`config.mk`:
```
export PLATFORM = sky130hd
export DESIGN_NAME = miller_rabin_witness_test_core_flat
export DESIGN_NICKNAME = d
export VERILOG_FILES = /design/src/rtl/mrwt_pkg.sv /design/src/rtl/mrwt_channels.sv /design/src/rtl/mrwt_modmul.sv /design/src/rtl/miller_rabin_witness_test_core.sv /design/src/flat_wrapper.sv
export VERILOG_INCLUDE_DIRS = /design/src /design/src/rtl
export SDC_FILE = /design/constraint.sdc
export NUM_CORES = 1
export LEC_CHECK = 0
export BUFFER_PORTS_ARGS = -buffer_cell sky130_fd_sc_hd__clkbuf_2
export CORE_ASPECT_RATIO = 0.5
export CORE_MARGIN = 1.5
export CORE_UTILIZATION = 65
export DETAILED_ROUTE_END_ITERATION = 7
export HOLD_SLACK_MARGIN = 0.03
export PLACE_DENSITY_LB_ADDON = 0.1
export SYNTH_ARGS = -nofsm -noshare
export SYNTH_HDL_FRONTEND = slang
export SYNTH_SLANG_ARGS = --single-unit
```
`constraint.sdc`:
```
create_clock -name clock -period 11.8 [get_ports clock]
set_input_delay 1.18 -clock clock [delete_from_list [all_inputs] [get_ports clock]]
set_output_delay 1.18 -clock clock [all_outputs]
set_load 0.01 [all_outputs]
```
`src/rtl/miller_rabin_witness_test_core_defines.svh`:
```
// ----------------------------------------------------------------------------
// miller rabin witness test core: assertion macros
// shared concurrent assertion forms for the rtl
// ----------------------------------------------------------------------------
`ifndef MILLER_RABIN_WITNESS_TEST_CORE_DEFINES_SVH
`define MILLER_RABIN_WITNESS_TEST_CORE_DEFINES_SVH

// same-cycle implication
`define MRWT_ASSERT_SAME(label, clk, rst, ante, cons, msg) \
   label: assert property (@(posedge clk) disable iff (rst) (ante) |-> (cons)) \
      else $error(msg);

// next-cycle implication
`define MRWT_ASSERT_NEXT(label, clk, rst, ante, cons, msg) \
   label: assert property (@(posedge clk) disable iff (rst) (ante) |=> (cons)) \
      else $error(msg);

`endif

```
`src/rtl/mrwt_pkg.sv`:
```
// ----------------------------------------------------------------------------
// mrwt_pkg
// widths shared by the channel interfaces and the witness test rtl
// ----------------------------------------------------------------------------
package mrwt_pkg;

   // payload width of candidate and witness on the channel
   localparam int FIELD_WIDTH = 32;

   // default arithmetic width of the core
   localparam int NUM_WIDTH_DEFAULT = 32;

endpackage

```
`src/rtl/mrwt_channels.sv`:
```
// ----------------------------------------------------------------------------
// mrwt channel interfaces
// valid/ready channels for the request and the response
// ----------------------------------------------------------------------------
interface mrwt_req_if;
   logic                              valid;
   logic                              ready;
   logic [mrwt_pkg::FIELD_WIDTH-1:0]  candidate;
   logic [mrwt_pkg::FIELD_WIDTH-1:0]  witness;

   modport source (output valid, output candidate, output witness, input ready);
   modport sink   (input valid, input candidate, input witness, output ready);
endinterface

interface mrwt_rsp_if;
   logic valid;
   logic ready;
   logic probable_prime;

   modport source (output valid, output probable_prime, input ready);
   modport sink   (input valid, input probable_prime, output ready);
endinterface

```
`src/rtl/mrwt_modmul.sv`:
```
// ----------------------------------------------------------------------------
// mrwt_modmul
// shift-add modular multiplier, one multiplier bit per cycle, msb first
// ----------------------------------------------------------------------------
module mrwt_modmul #(
   parameter int NUM_WIDTH = mrwt_pkg::NUM_WIDTH_DEFAULT
) (
   input  logic                 clock,
   input  logic                 reset,
   input  logic                 start,
   input  logic [NUM_WIDTH-1:0] op_a,
   input  logic [NUM_WIDTH-1:0] op_b,
   input  logic [NUM_WIDTH-1:0] modulus,
   output logic                 busy,
   output logic                 done,
   output logic [NUM_WIDTH-1:0] product
);
   import mrwt_pkg::*;

   localparam int CW = $clog2(NUM_WIDTH);
   localparam int SW = NUM_WIDTH + 2;

   logic [NUM_WIDTH-1:0] acc_ff, acc_in;
   logic [NUM_WIDTH-1:0] a_ff, a_in;
   logic [NUM_WIDTH-1:0] b_ff, b_in;
   logic [NUM_WIDTH-1:0] m_ff, m_in;
   logic [CW-1:0]        cnt_ff, cnt_in;
   logic                 busy_ff, busy_in;
   logic                 done_ff, done_in;

   logic [SW-1:0] sum;
   logic [SW-1:0] m1;
   logic [SW-1:0] m2;
   logic [SW-1:0] red;

   // op_a < modulus keeps 2*acc + a below 3*modulus
   always_comb begin
      m1  = {2'b00, m_ff};
      m2  = {1'b0, m_ff, 1'b0};
      sum = {1'b0, acc_ff, 1'b0} + (b_ff[NUM_WIDTH-1] ? {2'b00, a_ff} : '0);
      priority if (sum >= m2) begin
         red = sum - m2;
      end else if (sum >= m1) begin
         red = sum - m1;
      end else begin
         red = sum;
      end
   end

   always_comb begin
      acc_in  = acc_ff;
      a_in    = a_ff;
      b_in    = b_ff;
      m_in    = m_ff;
      cnt_in  = cnt_ff;
      busy_in = busy_ff;
      done_in = 1'b0;
      priority if (start) begin
         acc_in  = '0;
         a_in    = op_a;
         b_in    = op_b;
         m_in    = modulus;
         cnt_in  = '0;
         busy_in = 1'b1;
      end else if (busy_ff) begin
         acc_in = red[NUM_WIDTH-1:0];
         b_in   = {b_ff[NUM_WIDTH-2:0], 1'b0};
         cnt_in = cnt_ff + 1'b1;
         if (cnt_ff == CW'(NUM_WIDTH - 1)) begin
            busy_in = 1'b0;
            done_in = 1'b1;
         end
      end
   end

   always_ff @(posedge clock) begin
      if (reset) begin
         busy_ff <= 1'b0;
         done_ff <= 1'b0;
      end else begin
         busy_ff <= busy_in;
         done_ff <= done_in;
      end
      acc_ff <= acc_in;
      a_ff   <= a_in;
      b_ff   <= b_in;
      m_ff   <= m_in;
      cnt_ff <= cnt_in;
   end

   assign busy    = busy_ff;
   assign done    = done_ff;
   assign product = acc_ff;

endmodule

```
`src/rtl/miller_rabin_witness_test_core.sv`:
```
// flow: candidates below 4 or even are settled by the checks in S_LOAD with no
// multiply; otherwise the test runs at most 2 * NUM_WIDTH - 2 modular multiplies,
// one at a time on the one shift-add multiplier
// throughput: one transaction at a time; the next request is taken once the
// result sits in the output register
// reset: synchronous active-high, returns to idle with no response pending
// ----------------------------------------------------------------------------
// miller_rabin_witness_test_core
// single-witness miller-rabin test over a shared modular multiplier
// ----------------------------------------------------------------------------
`include "miller_rabin_witness_test_core_defines.svh"

module miller_rabin_witness_test_core #(
   parameter int NUM_WIDTH = mrwt_pkg::NUM_WIDTH_DEFAULT
) (
   input  logic        clock,
   input  logic        reset,
   mrwt_req_if.sink    req_chan,
   mrwt_rsp_if.source  rsp_chan
);
   import mrwt_pkg::*;

   localparam int W  = NUM_WIDTH;
   localparam int KW = $clog2(NUM_WIDTH);

   localparam logic [3:0] S_IDLE     = 4'd0;
   localparam logic [3:0] S_LOAD     = 4'd1;
   localparam logic [3:0] S_DECOMP   = 4'd2;
   localparam logic [3:0] S_RED_WAIT = 4'd3;
   localparam logic [3:0] S_POW_STEP = 4'd4;
   localparam logic [3:0] S_ACC_WAIT = 4'd5;
   localparam logic [3:0] S_SQ_WAIT  = 4'd6;
   localparam logic [3:0] S_CHECK    = 4'd7;
   localparam logic [3:0] S_LOOP     = 4'd8;
   localparam logic [3:0] S_X_WAIT   = 4'd9;
   localparam logic [3:0] S_DONE     = 4'd10;

   localparam logic [W-1:0] ONE   = W'(1);
   localparam logic [W-1:0] TWO   = W'(2);
   localparam logic [W-1:0] THREE = W'(3);

   logic [3:0]   state_ff, state_in;
   logic [W-1:0] n_ff, n_in;
   logic [W-1:0] w_ff, w_in;
   logic [W-1:0] d_ff, d_in;
   logic [KW-1:0] k_ff, k_in;
   logic [KW-1:0] iter_ff, iter_in;
   logic [W-1:0] acc_ff, acc_in;
   logic [W-1:0] base_ff, base_in;
   logic         result_ff, result_in;
   logic         rsp_valid_ff, rsp_valid_in;
   logic         rsp_data_ff, rsp_data_in;

   logic         req_take;
   logic         out_load;
   logic [W-1:0] nm1;

   logic         mul_start;
   logic [W-1:0] mul_a;
   logic [W-1:0] mul_b;
   logic         mul_busy;
   logic         mul_done;
   logic [W-1:0] mul_prod;

   mrwt_modmul #(
      .NUM_WIDTH (NUM_WIDTH)
   ) u_modmul (
      .clock   (clock),
      .reset   (reset),
      .start   (mul_start),
      .op_a    (mul_a),
      .op_b    (mul_b),
      .modulus (n_ff),
      .busy    (mul_busy),
      .done    (mul_done),
      .product (mul_prod)
   );

   assign req_chan.ready = (state_ff == S_IDLE);
   assign req_take       = req_chan.valid && req_chan.ready;
   assign nm1            = n_ff - ONE;
   assign out_load       = (state_ff == S_DONE) && (!rsp_valid_ff || rsp_chan.ready);

   always_comb begin
      state_in  = state_ff;
      n_in      = n_ff;
      w_in      = w_ff;
      d_in      = d_ff;
      k_in      = k_ff;
      iter_in   = iter_ff;
      acc_in    = acc_ff;
      base_in   = base_ff;
      result_in = result_ff;
      mul_start = 1'b0;
      mul_a     = acc_ff;
      mul_b     = base_ff;
      unique case (state_ff)
         S_IDLE: begin
            if (req_take) begin
               n_in     = req_chan.candidate[W-1:0];
               w_in     = req_chan.witness[W-1:0];
               state_in = S_LOAD;
            end
         end
         S_LOAD: begin
            priority if (n_ff < TWO) begin
               result_in = 1'b0;
               state_in  = S_DONE;
            end else if (n_ff == TWO || n_ff == THREE) begin
               result_in = 1'b1;
               state_in  = S_DONE;
            end else if (!n_ff[0]) begin
               result_in = 1'b0;
               state_in  = S_DONE;
            end else begin
               d_in     = nm1;
               k_in     = '0;
               state_in = S_DECOMP;
            end
         end
         S_DECOMP: begin
            if (!d_ff[0]) begin
               d_in = {1'b0, d_ff[W-1:1]};
               k_in = k_ff + 1'b1;
            end else begin
               // reduce the witness modulo the candidate as 1 * witness
               mul_start = 1'b1;
               mul_a     = ONE;
               mul_b     = w_ff;
               state_in  = S_RED_WAIT;
            end
         end
         S_RED_WAIT: begin
            if (mul_done) begin
               base_in  = mul_prod;
               acc_in   = ONE;
               state_in = S_POW_STEP;
            end
         end
         S_POW_STEP: begin
            priority if (d_ff == '0) begin
               state_in = S_CHECK;
            end else if (d_ff[0]) begin
               mul_start = 1'b1;
               mul_a     = acc_ff;
               mul_b     = base_ff;
               state_in  = S_ACC_WAIT;
            end else begin
               mul_start = 1'b1;
               mul_a     = base_ff;
               mul_b     = base_ff;
               state_in  = S_SQ_WAIT;
            end
         end
         S_ACC_WAIT: begin
            if (mul_done) begin
               acc_in = mul_prod;
               if (d_ff[W-1:1] == '0) begin
                  // last exponent bit, no square needed
                  d_in     = '0;
                  state_in = S_POW_STEP;
               end else begin
                  mul_start = 1'b1;
                  mul_a     = base_ff;
                  mul_b     = base_ff;
                  state_in  = S_SQ_WAIT;
               end
            end
         end
         S_SQ_WAIT: begin
            if (mul_done) begin
               base_in  = mul_prod;
               d_in     = {1'b0, d_ff[W-1:1]};
               state_in = S_POW_STEP;
            end
         end
         S_CHECK: begin
            if (acc_ff == ONE || acc_ff == nm1) begin
               result_in = 1'b1;
               state_in  = S_DONE;
            end else begin
               iter_in  = KW'(1);
               state_in = S_LOOP;
            end
         end
         S_LOOP: begin
            if (iter_ff < k_ff) begin
               mul_start = 1'b1;
               mul_a     = acc_ff;
               mul_b     = acc_ff;
               state_in  = S_X_WAIT;
            end else begin
               result_in = 1'b0;
               state_in  = S_DONE;
            end
         end
         S_X_WAIT: begin
            if (mul_done) begin
               acc_in = mul_prod;
               if (mul_prod == nm1) begin
                  result_in = 1'b1;
                  state_in  = S_DONE;
               end else begin
                  iter_in  = iter_ff + 1'b1;
                  state_in = S_LOOP;
               end
            end
         end
         S_DONE: begin
            if (out_load) begin
               state_in = S_IDLE;
            end
         end
         default: begin
            state_in = S_IDLE;
         end
      endcase
   end

   // output register holds the result until the sink takes it
   always_comb begin
      rsp_data_in = rsp_data_ff;
      priority if (out_load) begin
         rsp_valid_in = 1'b1;
         rsp_data_in  = result_ff;
      end else if (rsp_chan.ready) begin
         rsp_valid_in = 1'b0;
      end else begin
         rsp_valid_in = rsp_valid_ff;
      end
   end

   always_ff @(posedge clock) begin
      if (reset) begin
         state_ff     <= S_IDLE;
         rsp_valid_ff <= 1'b0;
      end else begin
         state_ff     <= state_in;
         rsp_valid_ff <= rsp_valid_in;
      end
      n_ff        <= n_in;
      w_ff        <= w_in;
      d_ff        <= d_in;
      k_ff        <= k_in;
      iter_ff     <= iter_in;
      acc_ff      <= acc_in;
      base_ff     <= base_in;
      result_ff   <= result_in;
      rsp_data_ff <= rsp_data_in;
   end

   assign rsp_chan.valid          = rsp_valid_ff;
   assign rsp_chan.probable_prime = rsp_data_ff;

   `MRWT_ASSERT_SAME(a_start_idle_unit, clock, reset, mul_start, !mul_busy, "multiply started while the unit is busy")
   `MRWT_ASSERT_SAME(a_done_waited, clock, reset, mul_done, state_ff == S_RED_WAIT || state_ff == S_ACC_WAIT || state_ff == S_SQ_WAIT || state_ff == S_X_WAIT, "multiply finished with no state waiting on it")
   `MRWT_ASSERT_NEXT(a_busy_after_take, clock, reset, req_take, !req_chan.ready, "request taken while a transaction is in flight")

endmodule

```
`src/flat_wrapper.sv`:
```
// flat-port wrapper written by rule: the top's interface ports become plain ports
module miller_rabin_witness_test_core_flat import mrwt_pkg::*;
#(
   parameter int NUM_WIDTH = mrwt_pkg::NUM_WIDTH_DEFAULT
)
  (clock, reset, req_chan_valid, req_chan_candidate, req_chan_witness, req_chan_ready, rsp_chan_valid, rsp_chan_probable_prime, rsp_chan_ready);
  mrwt_req_if req_chan_i ();
  mrwt_rsp_if rsp_chan_i ();
  input  logic clock;
  input  logic reset;
  input wire logic [$bits(req_chan_i.valid)-1:0] req_chan_valid;
  input wire logic [$bits(req_chan_i.candidate)-1:0] req_chan_candidate;
  input wire logic [$bits(req_chan_i.witness)-1:0] req_chan_witness;
  output wire logic [$bits(req_chan_i.ready)-1:0] req_chan_ready;
  output wire logic [$bits(rsp_chan_i.valid)-1:0] rsp_chan_valid;
  output wire logic [$bits(rsp_chan_i.probable_prime)-1:0] rsp_chan_probable_prime;
  input wire logic [$bits(rsp_chan_i.ready)-1:0] rsp_chan_ready;
  assign req_chan_i.valid = req_chan_valid;
  assign req_chan_i.candidate = req_chan_candidate;
  assign req_chan_i.witness = req_chan_witness;
  assign req_chan_ready = req_chan_i.ready;
  assign rsp_chan_valid = rsp_chan_i.valid;
  assign rsp_chan_probable_prime = rsp_chan_i.probable_prime;
  assign rsp_chan_i.ready = rsp_chan_ready;
  miller_rabin_witness_test_core #(.NUM_WIDTH(NUM_WIDTH)) u_core (.clock(clock), .reset(reset), .req_chan(req_chan_i), .rsp_chan(rsp_chan_i));
endmodule
```
==> summary.md <==
| Metric | Value |
|---|---|
| Highest clock rate | 143 MHz |
| 1st-iter DRT viols | 2164 |
| Die Ht | 124 um |
| Crit. End Element | flop |
| Average size of a mapped cell | 10.3 um^2 |
| Final Net Count | 2067 |
| RSZ-0062 raised after global routing | no |
| Worst Tran Pin Value | 1280 ps |
| Synth area leader | edfxtp_1 |
| Worst Skew | 17.1 ps |
| FP Rows | 44 |
| Routed wire per std cell | 24.8 um |
| Period utilization | 0.592 |
| CTS clk-pin slew, worst paths | 70 ps |
| Final Hold Fails | 0 |
| PortBufs | 70 |
| Insertion delay of the later-clocked pin in the worst-skew pair | 580 ps |
| TritonCTS clock tree | built |
| Critical Path RT | 12270 ps |
| Top FF cell, synth | edfxtp_1 |
| Post-Syn Nets | 2024 |
| Final setup vio count | 0 |
| Routed Antenna Nets | 0 |
| Largest net degree at the start of global routing | 80 |
| DRT Wirelength | 57000 um |
| First-pass GRT wire length | 84100 um |
| Number of synthesized register bits | 312 |
| Number of remaining DRC errors | 0 |
| DRT Pass-1 Iters | 8 |
| Largest cells by area after synthesis | edfxtp_1, ha_1, xnor2_1 |
| Synth-to-layout area growth | 8.25% |
| Hold_ws | 422 ps |
| Initial antenna violation count | 0 |
| Worst min path class | flop to flop |
| Die Area | 30400 um^2 |
| Warnings, synthesis | 0 |
| Seq/Total Area, Yosys | 0.469 |
| Status | finished clean |
| Min Tclk post-route | 6980 ps |
| Initial core utilization | 0.659 |
| DP HPWL | 43100 um |
| Critical Path Start Type | flop |
| Vias post-DR | 15700 |
| Vias/cell | 6.83 |
| Synth unique cells | 80 |
| Number of max-cap violations | 0 |
| Crit path DAT | 7460 ps |
| Synth top area share | 0.422 |
| Die X | 245 um |
| Number of CTS-inserted buffers | 29 |
| Post-synth EDFFs | 268 |
| FFs w/ async S/R, synth | 0 |
| Cell Area, Synth | 19100 um^2 |
| Ant diodes | 0 |
| GRT Util Overall | 0.372 |
| Count leader, synth | edfxtp_1 |
| Placeable Area | 28900 um^2 |
| Hold Buf Count CTS | 0 |
| CP Max Fanout | 32 |
| Postcts setup bufs | 0 |
| CTS sink cnt | 312 |
| Routability cong. | 1.04 |
| Syn Inst Count | 1847 |
| Crit path kind | flop to flop |
| H-tree depth | 1 |
| CTS max path bufs | 3 |
| Post-CTS resize count | 0 |
| Root Buffer | clkbuf_16 |
| Layout cells sized above 1 | 0.0921 |
| Number of global-route vias before repair | 14200 |
| Remaining Overflow, GRT | 0 |
| I/O pin cnt | 71 |
| Slew headroom | 0.143 |
| Sum Neg Setup Slack | 0 ps |
| Fill count | 2095 |
| Most frequent cells after synthesis | edfxtp_1, a21oi_1, nor2_1 |
| Slew Viols, Final | 0 |
critical path, cell delays in order (launching register included):
cell and delay (ps):
edfxtp_1 690, and2_1 280, ha_1 210, inv_1 80
fa_1 200, nand2b_1 150, a21oi_1 120, o211ai_1 190
nand2_1 180, a2111oi_0 640, nor2_1 190, a21o_1 220
a21oi_1 190, xnor2_1 250, ha_1 400, a21oi_1 280
nor2_1 70, nor3_1 290, o21ai_0 150, a31oi_1 170
o21ai_0 150, nor4_1 450, mux2i_4 250, buf_4 330
nand2_1 120, mux2_2 330, a211oi_1 240
registers in the layout (all words and copies together), names as in the netlist:
| name | count |
|---|---|
| u_core.acc_ff | 32 |
| u_core.base_ff | 32 |
| u_core.d_ff | 32 |
| u_core.iter_ff | 5 |
| u_core.k_ff | 5 |
| u_core.n_ff | 32 |
| u_core.result_ff | 1 |
| u_core.rsp_chan.probable_prime | 1 |
| u_core.rsp_chan.valid | 1 |
| u_core.state_ff | 4 |
| u_core.u_modmul.a_ff | 32 |
| u_core.u_modmul.b_ff | 32 |
| u_core.u_modmul.busy | 1 |
| u_core.u_modmul.cnt_ff | 5 |
| u_core.u_modmul.done | 1 |
| u_core.u_modmul.m_ff | 32 |
| u_core.u_modmul.product | 32 |
| u_core.w_ff | 32 |
through the flow:
stage	std cells	instance area, um^2	setup WS (ps)	util
after floorplan	1847	19100	6570	-
after CTS	2303	20600	5010	0.714
after detailed placement	2250	19700	5090	0.682
after global routing	2303	20600	4380	0.714
final	2303	20600	4820	0.714
after global placement	2250	19700	5400	0.682
per-layer routing:
layer  global-route usage  routed length [um]  part of all wire  vias up
met3                0.117                9610              0.17       67
met5                    0                   0                 0        -
met1                0.581               24700              0.43     7514
li1                     -                   -                 -     7027
met2                0.504               21900              0.38     1131
met4               0.0575                 853             0.015        0
path summary, 6_finish.rpt:
| check | from | endpoint | slack (ps) | cells past startpoint |
|---|---|---|---|---|
| max | u_core.u_modmul.b_ff[31] | u_core.u_modmul.product[0] | 4820 | 26 |
| min | u_core.result_ff | u_core.rsp_chan.probable_prime | 420 | 0 |
| max reg2reg | u_core.u_modmul.b_ff[31] | u_core.u_modmul.product[0] | 4820 | 26 |
| min reg2reg | u_core.result_ff | u_core.rsp_chan.probable_prime | 420 | 0 |
cell type report:
class	count	area [um^2]	share of cell area
clock buffer	35	758	0.0368
clock inverter	18	140	0.00679
inverter	75	284	0.0138
multi-input combinational	1385	9550	0.463
sequential	312	8930	0.433
tap	391	489	0.0237
timing repair buffer	87	478	0.0232
cells by family (layout without fill, tap and decap cells):
family / Yosys count / count (layout) / share of synthesized area
xor gates and xnor gates: 175 / 175 / 0.0804
muxes: 34 / 34 / 0.0184
AOI/OAI and AO/OA: 522 / 522 / 0.179
buffers and inverters: 150 / 215 / 0.0322
adders and majority gates: 109 / 109 / 0.0728
and+or+nand+nor: 545 / 545 / 0.148
DFF: 312 / 312 / 0.469
cells in the final DEF, fill, tap and decap left out, types with 13 or more instances in the layout:
cell type / instances
ha_1: 106
nor4_1: 37
o21a_1: 22
nor2_1: 129
clkbuf_2: 70
xnor2_1: 117
inv_1: 73
o211ai_1: 13
nor3_1: 39
buf_4: 17
nand4_1: 19
a222oi_1: 31
a21oi_1: 154
a21o_1: 32
nor2b_1: 14
nand2b_1: 19
o21ai_0: 122
and2_1: 76
nand2_1: 104
clkbuf_16: 29
edfxtp_1: 268
a22o_1: 32
a211oi_1: 14
mux2i_1: 25
o21bai_1: 14
nand3_1: 38
dfxtp_1: 44
xor2_1: 58
Power is not shown: default switching activity piles up to over one toggle a cycle in this logic, so the estimate is an artifact.
